## src/hw/rtl/sstd_pkg.sv

```systemverilog
// Shared widths, reciprocal constants, calendar table and payload types
// for the serial date-time converter. No dependencies.

package sstd_pkg;

	localparam int NSTAGE = 10;

	// payload widths
	localparam int DAY_W  = 23;
	localparam int FRAC_W = 32;
	localparam int YEAR_W = 14;
	localparam int MON_W  = 4;
	localparam int DOM_W  = 5;
	localparam int HOUR_W = 5;
	localparam int MIN_W  = 6;
	localparam int SEC_W  = 6;

	// internal widths
	localparam int Z_W    = 23;
	localparam int SECS_W = 17;
	localparam int REMH_W = 12;
	localparam int DOE_W  = 18;
	localparam int ERA_W  = 6;
	localparam int YOE_W  = 9;
	localparam int DOY_W  = 9;
	localparam int MP_W   = 4;
	localparam int Q4Y_W  = 7;
	localparam int QC_W   = 3;

	// day count from 0000-03-01 to the epoch of each date system
	localparam logic [Z_W-1:0]   BASE_1900 = 23'd693900;
	localparam logic [Z_W-1:0]   BASE_1904 = 23'd695361;
	localparam logic [DAY_W-2:0] LEAP_DAY  = 22'd60;
	localparam logic [YEAR_W-1:0] YEAR_1900 = 14'd1900;
	localparam logic [MON_W-1:0]  MON_JAN   = 4'd1;

	// fraction of a day to rounded seconds
	localparam logic [SECS_W-1:0] DAY_SECS  = 17'd86400;
	localparam int                FRAC_SH   = 32;

	// reciprocals: ceil(2^SH / D), exact over each operand's range
	localparam logic [DOE_W-1:0] ERA_DAYS = 18'd146097;
	localparam logic [DOE_W-1:0] ERA_LAST = 18'd146096;
	localparam int               ERA_SH   = 40;
	localparam logic [22:0]      ERA_RCP  =
		23'(((64'd1 << ERA_SH) + 64'd146097 - 64'd1) / 64'd146097);

	localparam int          C4Y_SH  = 28;
	localparam logic [17:0] C4Y_RCP = 18'(((64'd1 << C4Y_SH) + 64'd1459) / 64'd1460);

	localparam int          CENT_SH  = 33;
	localparam logic [17:0] CENT_RCP = 18'(((64'd1 << CENT_SH) + 64'd36523) / 64'd36524);

	localparam logic [DOY_W-1:0] YEAR_DAYS = 9'd365;
	localparam int               YR_SH     = 26;
	localparam logic [17:0]      YR_RCP    = 18'(((64'd1 << YR_SH) + 64'd364) / 64'd365);

	localparam int         C100_SH  = 16;
	localparam logic [9:0] C100_RCP = 10'(((64'd1 << C100_SH) + 64'd99) / 64'd100);

	localparam int          MON_SH  = 19;
	localparam logic [11:0] MON_RCP = 12'(((64'd1 << MON_SH) + 64'd152) / 64'd153);

	localparam logic [REMH_W-1:0] HOUR_SECS = 12'd3600;
	localparam int                HOUR_SH   = 29;
	localparam logic [17:0]       HOUR_RCP  = 18'(((64'd1 << HOUR_SH) + 64'd3599) / 64'd3600);

	localparam logic [SEC_W-1:0]  MIN_SECS = 6'd60;
	localparam int                MIN_SH   = 18;
	localparam logic [12:0]       MIN_RCP  = 13'(((64'd1 << MIN_SH) + 64'd59) / 64'd60);

	localparam logic [YEAR_W-1:0] ERA_YEARS = 14'd400;

	typedef logic [NSTAGE:1] sstd_stage_vec_t;

	typedef struct packed {
		logic neg;
		logic day0;
	} sstd_flags_t;

	typedef struct packed {
		logic [YEAR_W-1:0] year;
		logic [MON_W-1:0]  month;
		logic [DOM_W-1:0]  day_of_month;
	} sstd_date_t;

	typedef struct packed {
		logic [HOUR_W-1:0] hour;
		logic [MIN_W-1:0]  minute;
		logic [SEC_W-1:0]  second;
	} sstd_tod_t;

	// days from 1 March to the first of the month, March-based month index
	function automatic logic [DOY_W-1:0] days_before(input logic [MP_W-1:0] mp);
		logic [DOY_W-1:0] d;
		case (mp)
			4'd0:    d = 9'd0;
			4'd1:    d = 9'd31;
			4'd2:    d = 9'd61;
			4'd3:    d = 9'd92;
			4'd4:    d = 9'd122;
			4'd5:    d = 9'd153;
			4'd6:    d = 9'd184;
			4'd7:    d = 9'd214;
			4'd8:    d = 9'd245;
			4'd9:    d = 9'd275;
			4'd10:   d = 9'd306;
			4'd11:   d = 9'd337;
			default: d = 9'd0;
		endcase
		return d;
	endfunction

endpackage

```

## src/hw/rtl/sstd_if.sv

```systemverilog
// Valid/ready channels for serial requests and calendar results.
// Depends on sstd_pkg for the field widths.

interface sstd_req_if import sstd_pkg::*; ();
	logic                     valid;
	logic                     ready;
	logic signed [DAY_W-1:0]  day_number;
	logic [FRAC_W-1:0]        day_fraction;

	modport source(output valid, day_number, day_fraction, input ready);
	modport sink(input valid, day_number, day_fraction, output ready);
endinterface

interface sstd_res_if import sstd_pkg::*; ();
	logic              valid;
	logic              ready;
	logic [YEAR_W-1:0] year;
	logic [MON_W-1:0]  month;
	logic [DOM_W-1:0]  day_of_month;
	logic [HOUR_W-1:0] hour;
	logic [MIN_W-1:0]  minute;
	logic [SEC_W-1:0]  second;

	modport source(output valid, year, month, day_of_month, hour, minute, second,
		input ready);
	modport sink(input valid, year, month, day_of_month, hour, minute, second,
		output ready);
endinterface

```

## src/hw/rtl/sstd_time_path.sv

```systemverilog
// Time-of-day path: rounded seconds of the day to hour, minute, second.
// Stages 2 to 5 do the work, then a delay line aligns with the date path.
// Depends on sstd_pkg.

module sstd_time_path import sstd_pkg::*; (
	input  logic              clk,
	input  sstd_stage_vec_t   adv,
	input  logic [SECS_W-1:0] secs_s1,
	output sstd_tod_t         tod
);

	logic [SECS_W-1:0]  secs_s2;
	logic [HOUR_W-1:0]  hour_s2, hour_s3, hour_s4;
	logic [REMH_W-1:0]  remh_s3, remh_s4;
	logic [MIN_W-1:0]   minute_s4;
	sstd_tod_t          tod_s [5:NSTAGE];

	logic [34:0]        hprod;
	logic [SECS_W-1:0]  hsecs;
	logic [24:0]        mprod;
	logic [REMH_W-1:0]  msecs;

	assign hprod = 35'(secs_s1) * 35'(HOUR_RCP);
	assign hsecs = 17'(hour_s2) * 17'(HOUR_SECS);
	assign mprod = 25'(remh_s3) * 25'(MIN_RCP);
	assign msecs = 12'(minute_s4) * 12'(MIN_SECS);

	always_ff @(posedge clk) begin
		if (adv[2]) begin
			secs_s2 <= secs_s1;
			hour_s2 <= hprod[HOUR_SH +: HOUR_W];
		end
		if (adv[3]) begin
			hour_s3 <= hour_s2;
			remh_s3 <= REMH_W'(secs_s2 - hsecs);
		end
		if (adv[4]) begin
			hour_s4   <= hour_s3;
			remh_s4   <= remh_s3;
			minute_s4 <= mprod[MIN_SH +: MIN_W];
		end
		if (adv[5]) begin
			tod_s[5].hour   <= hour_s4;
			tod_s[5].minute <= minute_s4;
			tod_s[5].second <= SEC_W'(remh_s4 - msecs);
		end
		for (int i = 6; i <= NSTAGE; i++) begin
			if (adv[i])
				tod_s[i] <= tod_s[i-1];
		end
	end

	assign tod = tod_s[NSTAGE];

endmodule

```

## src/hw/rtl/sstd_date_path.sv

```systemverilog
// Date path: day count since 0000-03-01 to Gregorian year, month, day.
// Nine register stages (2 to 10), with the reciprocal multiplies spread across them.
// Depends on sstd_pkg.

module sstd_date_path import sstd_pkg::*; (
	input  logic            clk,
	input  sstd_stage_vec_t adv,
	input  logic [Z_W-1:0]  z_s1,
	output sstd_date_t      date
);

	logic [Z_W-1:0]    z_s2;
	logic [ERA_W-1:0]  era_s2, era_s3, era_s4, era_s5, era_s6, era_s7, era_s8, era_s9;
	logic [DOE_W-1:0]  doe_s3, doe_s4, doe_s5, doe_s6, doe_s7;
	logic [Q4Y_W-1:0]  q4y_s4;
	logic [QC_W-1:0]   qc_s4;
	logic              qe_s4;
	logic [DOE_W-1:0]  t_s5;
	logic [YOE_W-1:0]  yoe_s6, yoe_s7, yoe_s8, yoe_s9;
	logic [QC_W-1:0]   c100_s7;
	logic [DOE_W-1:0]  y365_s7;
	logic [DOY_W-1:0]  doy_s8, doy_s9;
	logic [MP_W-1:0]   mp_s9;
	sstd_date_t        date_s10;

	logic [45:0]       eprod;
	logic [Z_W-1:0]    edays;
	logic [35:0]       p4y, pcent, pyr;
	logic [18:0]       pc100;
	logic [10:0]       mnum;
	logic [22:0]       pmon;
	logic [MON_W-1:0]  mon_d;
	logic [YEAR_W-1:0] year_d;

	assign eprod = 46'(z_s1) * 46'(ERA_RCP);
	assign edays = 23'(era_s2) * 23'(ERA_DAYS);
	assign p4y   = 36'(doe_s3) * 36'(C4Y_RCP);
	assign pcent = 36'(doe_s3) * 36'(CENT_RCP);
	assign pyr   = 36'(t_s5) * 36'(YR_RCP);
	assign pc100 = 19'(yoe_s6) * 19'(C100_RCP);
	assign mnum  = {doy_s8, 2'b00} + 11'(doy_s8) + 11'd2;
	assign pmon  = 23'(mnum) * 23'(MON_RCP);

	// March-based index back to calendar month; Jan/Feb belong to the next year
	always_comb begin
		if (mp_s9 < 4'd10)
			mon_d = mp_s9 + 4'd3;
		else
			mon_d = mp_s9 - 4'd9;
		year_d = 14'(yoe_s9) + 14'(era_s9) * ERA_YEARS + 14'(mon_d <= 4'd2);
	end

	always_ff @(posedge clk) begin
		if (adv[2]) begin
			z_s2   <= z_s1;
			era_s2 <= eprod[ERA_SH +: ERA_W];
		end
		if (adv[3]) begin
			era_s3 <= era_s2;
			doe_s3 <= DOE_W'(z_s2 - edays);
		end
		if (adv[4]) begin
			era_s4 <= era_s3;
			doe_s4 <= doe_s3;
			q4y_s4 <= p4y[C4Y_SH +: Q4Y_W];
			qc_s4  <= pcent[CENT_SH +: QC_W];
			qe_s4  <= (doe_s3 == ERA_LAST);
		end
		if (adv[5]) begin
			era_s5 <= era_s4;
			doe_s5 <= doe_s4;
			t_s5   <= doe_s4 - DOE_W'(q4y_s4) + DOE_W'(qc_s4) - DOE_W'(qe_s4);
		end
		if (adv[6]) begin
			era_s6 <= era_s5;
			doe_s6 <= doe_s5;
			yoe_s6 <= pyr[YR_SH +: YOE_W];
		end
		if (adv[7]) begin
			era_s7  <= era_s6;
			doe_s7  <= doe_s6;
			yoe_s7  <= yoe_s6;
			c100_s7 <= pc100[C100_SH +: QC_W];
			y365_s7 <= 18'(yoe_s6) * 18'(YEAR_DAYS);
		end
		if (adv[8]) begin
			era_s8 <= era_s7;
			yoe_s8 <= yoe_s7;
			doy_s8 <= DOY_W'(doe_s7 - (y365_s7 + DOE_W'(yoe_s7 >> 2) - DOE_W'(c100_s7)));
		end
		if (adv[9]) begin
			era_s9 <= era_s8;
			yoe_s9 <= yoe_s8;
			doy_s9 <= doy_s8;
			mp_s9  <= pmon[MON_SH +: MP_W];
		end
		if (adv[10]) begin
			date_s10.year         <= year_d;
			date_s10.month        <= mon_d;
			date_s10.day_of_month <= DOM_W'(doy_s9 - days_before(mp_s9) + 9'd1);
		end
	end

	assign date = date_s10;

endmodule

```

## src/hw/rtl/spreadsheet_serial_to_datetime_core.sv

```systemverilog
// Spreadsheet serial date-time to Gregorian date and time of day. One
// request is taken every cycle while req.ready is high; each result passes
// through the entry register and the nine register stages of the date
// path, whose chain of reciprocal multiplies (era, four-year and century
// counts, year of era, month) is spread across those stages. Stalls on the
// result side back up stage by stage, and empty stages keep filling.
// The 1900/1904 date system bit is sampled as each request enters.

module spreadsheet_serial_to_datetime_core import sstd_pkg::*; (
	input  logic     clk,
	input  logic     arst_n,
	input  logic     cfg_we,
	input  logic     cfg_wdata,
	sstd_req_if.sink   req,
	sstd_res_if.source res
);

	logic              sys1904_q;
	logic [NSTAGE:1]   vld_q;
	sstd_stage_vec_t   adv;

	logic [Z_W-1:0]    z_s1;
	logic [SECS_W-1:0] secs_s1;
	sstd_flags_t       flg_s [1:NSTAGE];

	logic [DAY_W-2:0]  mag;
	logic [Z_W-1:0]    z_d;
	logic [48:0]       sprod;
	sstd_flags_t       flg_d;
	sstd_date_t        date;
	sstd_tod_t         tod;

	always_ff @(posedge clk or negedge arst_n) begin
		if (!arst_n)
			sys1904_q <= 1'b0;
		else if (cfg_we)
			sys1904_q <= cfg_wdata;
	end

	// a stage moves when it is empty or the one after it moves
	always_comb begin
		adv[NSTAGE] = !vld_q[NSTAGE] || res.ready;
		for (int i = NSTAGE - 1; i >= 1; i--)
			adv[i] = !vld_q[i] || adv[i+1];
	end

	assign req.ready = adv[1];

	always_ff @(posedge clk or negedge arst_n) begin
		if (!arst_n) begin
			vld_q <= '0;
		end else begin
			if (adv[1])
				vld_q[1] <= req.valid;
			for (int i = 2; i <= NSTAGE; i++) begin
				if (adv[i])
					vld_q[i] <= vld_q[i-1];
			end
		end
	end

	// 1900 system skips the phantom 29 February from day 60 on
	always_comb begin
		mag = req.day_number[DAY_W-2:0];
		if (sys1904_q)
			z_d = BASE_1904 + Z_W'(mag);
		else
			z_d = BASE_1900 + Z_W'(mag) - Z_W'(mag >= LEAP_DAY);
		sprod      = 49'(req.day_fraction) * 49'(DAY_SECS) + (49'd1 << (FRAC_SH - 1));
		flg_d.neg  = req.day_number[DAY_W-1];
		flg_d.day0 = !sys1904_q && (mag == '0);
	end

	always_ff @(posedge clk) begin
		if (adv[1]) begin
			z_s1     <= z_d;
			secs_s1  <= sprod[FRAC_SH +: SECS_W];
			flg_s[1] <= flg_d;
		end
		for (int i = 2; i <= NSTAGE; i++) begin
			if (adv[i])
				flg_s[i] <= flg_s[i-1];
		end
	end

	sstd_date_path u_date (
		.clk  (clk),
		.adv  (adv),
		.z_s1 (z_s1),
		.date (date)
	);

	sstd_time_path u_time (
		.clk     (clk),
		.adv     (adv),
		.secs_s1 (secs_s1),
		.tod     (tod)
	);

	always_comb begin
		res.valid        = vld_q[NSTAGE];
		res.year         = date.year;
		res.month        = date.month;
		res.day_of_month = date.day_of_month;
		res.hour         = tod.hour;
		res.minute       = tod.minute;
		res.second       = tod.second;
		if (flg_s[NSTAGE].neg) begin
			res.year         = '0;
			res.month        = '0;
			res.day_of_month = '0;
			res.hour         = '0;
			res.minute       = '0;
			res.second       = '0;
		end else if (flg_s[NSTAGE].day0) begin
			res.year         = YEAR_1900;
			res.month        = MON_JAN;
			res.day_of_month = '0;
		end
	end

endmodule

```

## src/flat_wrapper.sv

```systemverilog
// flat-port wrapper written by rule: the top's interface ports become plain ports
module spreadsheet_serial_to_datetime_core_flat import sstd_pkg::*;
  (clk, arst_n, cfg_we, cfg_wdata, req_valid, req_day_number, req_day_fraction, req_ready, res_valid, res_year, res_month, res_day_of_month, res_hour, res_minute, res_second, res_ready);
  sstd_req_if req_i ();
  sstd_res_if res_i ();
  input  logic clk;
  input  logic arst_n;
  input  logic cfg_we;
  input  logic cfg_wdata;
  input wire logic [$bits(req_i.valid)-1:0] req_valid;
  input wire logic [$bits(req_i.day_number)-1:0] req_day_number;
  input wire logic [$bits(req_i.day_fraction)-1:0] req_day_fraction;
  output wire logic [$bits(req_i.ready)-1:0] req_ready;
  output wire logic [$bits(res_i.valid)-1:0] res_valid;
  output wire logic [$bits(res_i.year)-1:0] res_year;
  output wire logic [$bits(res_i.month)-1:0] res_month;
  output wire logic [$bits(res_i.day_of_month)-1:0] res_day_of_month;
  output wire logic [$bits(res_i.hour)-1:0] res_hour;
  output wire logic [$bits(res_i.minute)-1:0] res_minute;
  output wire logic [$bits(res_i.second)-1:0] res_second;
  input wire logic [$bits(res_i.ready)-1:0] res_ready;
  assign req_i.valid = req_valid;
  assign req_i.day_number = req_day_number;
  assign req_i.day_fraction = req_day_fraction;
  assign req_ready = req_i.ready;
  assign res_valid = res_i.valid;
  assign res_year = res_i.year;
  assign res_month = res_i.month;
  assign res_day_of_month = res_i.day_of_month;
  assign res_hour = res_i.hour;
  assign res_minute = res_i.minute;
  assign res_second = res_i.second;
  assign res_i.ready = res_ready;
  spreadsheet_serial_to_datetime_core u_core (.clk(clk), .arst_n(arst_n), .cfg_we(cfg_we), .cfg_wdata(cfg_wdata), .req(req_i), .res(res_i));
endmodule
```

## config.mk

```make
export PLATFORM = sky130hd
export DESIGN_NAME = spreadsheet_serial_to_datetime_core_flat
export DESIGN_NICKNAME = d
export VERILOG_FILES = /design/src/hw/rtl/sstd_pkg.sv /design/src/hw/rtl/sstd_if.sv /design/src/hw/rtl/sstd_time_path.sv /design/src/hw/rtl/sstd_date_path.sv /design/src/hw/rtl/spreadsheet_serial_to_datetime_core.sv /design/src/flat_wrapper.sv
export SDC_FILE = /design/constraint.sdc
export NUM_CORES = 2
export LEC_CHECK = 0
export BUFFER_PORTS_ARGS = -buffer_cell sky130_fd_sc_hd__buf_4
export CORE_MARGIN = 5
export CORE_UTILIZATION = 35
export CTS_BUF_LIST = sky130_fd_sc_hd__clkbuf_8
export DETAILED_ROUTE_END_ITERATION = 16
export MAX_ROUTING_LAYER = met4
export PLACE_DENSITY = 0.59
export SLEW_MARGIN = 20
export SYNTH_ARGS = -nofsm -noshare
export SYNTH_HDL_FRONTEND = slang
export SYNTH_SLANG_ARGS = --single-unit
```

## constraint.sdc

```tcl
create_clock -name clk -period 11.6 [get_ports clk]
set_input_delay 1.74 -clock clk [delete_from_list [all_inputs] [get_ports clk]]
set_output_delay 1.74 -clock clk [all_outputs]
set_load 0.02 [all_outputs]
```

==> out/results.ini <==
[outcome]
status=complete, no violations

[synthesis]
synth_top_area_cell=ha_1
synth_async_sr_flop_share=0.02321
synth_top_area_frac=0.2758
synth_edf_count=458
netlist_instances=5142
synth_warnings=0
synth-main-ff-cell=edfxtp_1
ys_ff_latch=474
yosys-top-cells-area=ha_1, fa_1, edfxtp_1
netlist_area_um2=58390
syn-mean-instance-area_um2=11.36
synth.yosys.seq_area_share=0.2420
yosysUniqueCellTypes=87
synth_nets=7245
synthTopCellsByCount=inv_1, ha_1, fa_1, edfxtp_1, xnor2_1
yosysMostFrequentCell=inv_1

[routing]
via_count=34340
wire_per_inst_um=15.16
firstDrtPassIters=5
drtIter0Drc=1111
wirelength_um=115000
drc_errors=0
avgViaCountPerCell=4.524
ant_nets=0

[timing]
fin_tns_setup_ns=0
finalHoldViolCount=0
fmax_ghz=0.1310
skew_ns=0.05321
drv_slew=0
rsz0062_at_grt=no
relSlewSlack=0.2998
fin_crit_sh=0.6582
tightestPinTransition_ns=1.047
setup_violations=0
fin_crit_ns=7.635

[clock_tree]
clkTransAtPathRegs_ns=0.06
insertion_delay_ns=0.77
cts.sinks=474
post_cts_resized=0
tritoncts=built
clockRootBuffer=clkbuf_8
cts_buffer_depth=3
cts_max_level=3
cts_setup_buffers=0
cts_buffers=81
ctsHoldBuffers=0

[critical_path]
cp.arrival_ns=8.26
worstSetupPathType=flip-flop to flip-flop
crit_required_ns=12.22
critPathLaunchType=flip-flop
crit_fanout=8
critical-path-slowest-cell=edfxtp_1
cpPeakStageDelay_ns=0.55
cp_common_cell=a21oi_1
end_kind=flip-flop

[final_layout]
area_delta_synth_final_pct=8.640
fin_nets=7431
drive_gt1_frac=0.04865
num-fill-cells=16260

[floorplan]
die_y_um=418.4
die_w_um=418.4
dieArea_um2=175100
start_util=0.3507
core-area_um2=166500
rows=150
ios=103

[global_route]
grt_max_degree=57
track_usage=0.1417
gr-total-overflow=0
antenna_found_initial=2
grt_pass1_vias=37470
grt_pass1_wl_um=194100

[placement]
dpl.hpwl_um=97690
gp_congestion=0.8672
port_buffers=102

[worst_hold_path]
hold_path.class=flip-flop to flip-flop

[run]
drv_cap=0

[placed cells by master, fill, tap and decap left out, types with 73 or more instances in the layout]
cell / netlist / routed
nor2_1: 109 / 109
a21o_1: 73 / 73
ha_1: 1287 / 1287
edfxtp_1: 458 / 458
nand2_1: 104 / 101
inv_1: 1430 / 1449
o21ai_0: 84 / 84
xnor2_1: 170 / 170
a21oi_1: 140 / 140
fa_1: 755 / 755
clkbuf_8: 1 / 81
buf_4: 1 / 118
[registers in the layout, summed over array words and instances, names as in the netlist, 10 cells and up, named ones only]
signal / count
u_core.u_time.tod_s: 102
u_core.u_date.z_s2: 18
u_core.z_s1: 23
u_core.u_date.t_s5: 18
u_core.u_time.remh_s3: 12
u_core.u_date.doe_s4: 18
u_core.u_date.date: 23
u_core.vld_q: 10
u_core.flg_s: 20
u_core.u_time.secs_s2: 12
u_core.secs_s1: 17
u_core.u_date.doe_s3: 18
[per-layer routing]
layer | wire length, um | track usage | vias up
met5 | 0 | - | -
met4 | 2632 | 0.03087 | 0
met3 | 3968 | 0.02235 | 151
met2 | 55080 | 0.2351 | 421
met1 | 53360 | 0.1842 | 16770
li1 | - | - | 17000
[cell families (layout without fill, tap and decap cells)]
family / after synthesis / in the layout / share of synthesized area
xor gates and xnor gates: 224 / 224 / 0.03360
adders and majority gates: 2042 / 2042 / 0.5346
DFF: 474 / 474 / 0.2420
other: 0 / 1 / 0
buffers and inverters: 1446 / 1689 / 0.09345
muxes: 18 / 18 / 0.003150
and+or+nand+nor: 474 / 474 / 0.04129
AOI/OAI and AO/OA: 464 / 464 / 0.05190
[critical path: cells and delay by family, from the launching register on]
| kind | cells | cell delay [ns] |
|---|---|---|
| AOI/OAI and AO/OA | 12 | 2.47 |
| xor gates and xnor gates | 2 | 0.43 |
| adders and majority gates | 7 | 2.81 |
| buffers and inverters | 2 | 0.19 |
| DFF | 1 | 0.55 |
| muxes | 2 | 0.76 |
| and+or+nand+nor | 4 | 0.32 |
[layout make-up]
class / instances / area, um^2 / area share
Timing Repair Buffer: 118 / 885.9 / 0.01396
Inverter: 1431 / 5371 / 0.08468
Clock inverter: 59 / 344.1 / 0.005424
Tap cell: 2204 / 2758 / 0.04347
Clock buffer: 81 / 1115 / 0.01757
Multi-Input combinational cell: 3222 / 38830 / 0.6121
Antenna cell: 1 / 2.502 / 0.00003945
Sequential cell: 474 / 14130 / 0.2227
[path summary, 6_finish.rpt]
path | startpoint | end | slack, ns | depth (start not counted)
max in group asynchronous | arst_n | u_core.vld_q[9] | 10.43 | 1
worst max register to register | u_core.u_date.doy_s8[0] | flip-flop | 3.96 | 29
worst min-delay path | u_core.u_date.doe_s5[2] | u_core.u_date.doe_s6[2] | 0.40 | 0
worst min register to register | u_core.u_date.doe_s5[2] | u_core.u_date.doe_s6[2] | 0.40 | 0
worst max-delay path | u_core.u_date.doy_s8[0] | flip-flop | 3.96 | 29
min in group asynchronous | arst_n | u_core.vld_q[2] | 0.87 | 1
[per-stage QoR]
stage	std cells	cell area [um^2]	hold slack (ns)	setup slack [ns]	utilization
6_report	7590	63430	0.4039	3.965	0.3811
5_1_grt	7590	63430	0.4012	3.377	0.3811
4_1_cts	7589	63430	0.4015	3.950	0.3810
3_5_place_dp	7449	61970	0.4045	3.968	0.3723
3_3_place_gp	7449	61970	0.4023	4.057	0.3723
2_1_floorplan	5142	58390	0.4003	2.301	-
Power is left out: the tool's default activity adds up to more than one toggle a clock period on the data nets, which glitch-free logic cannot reach.
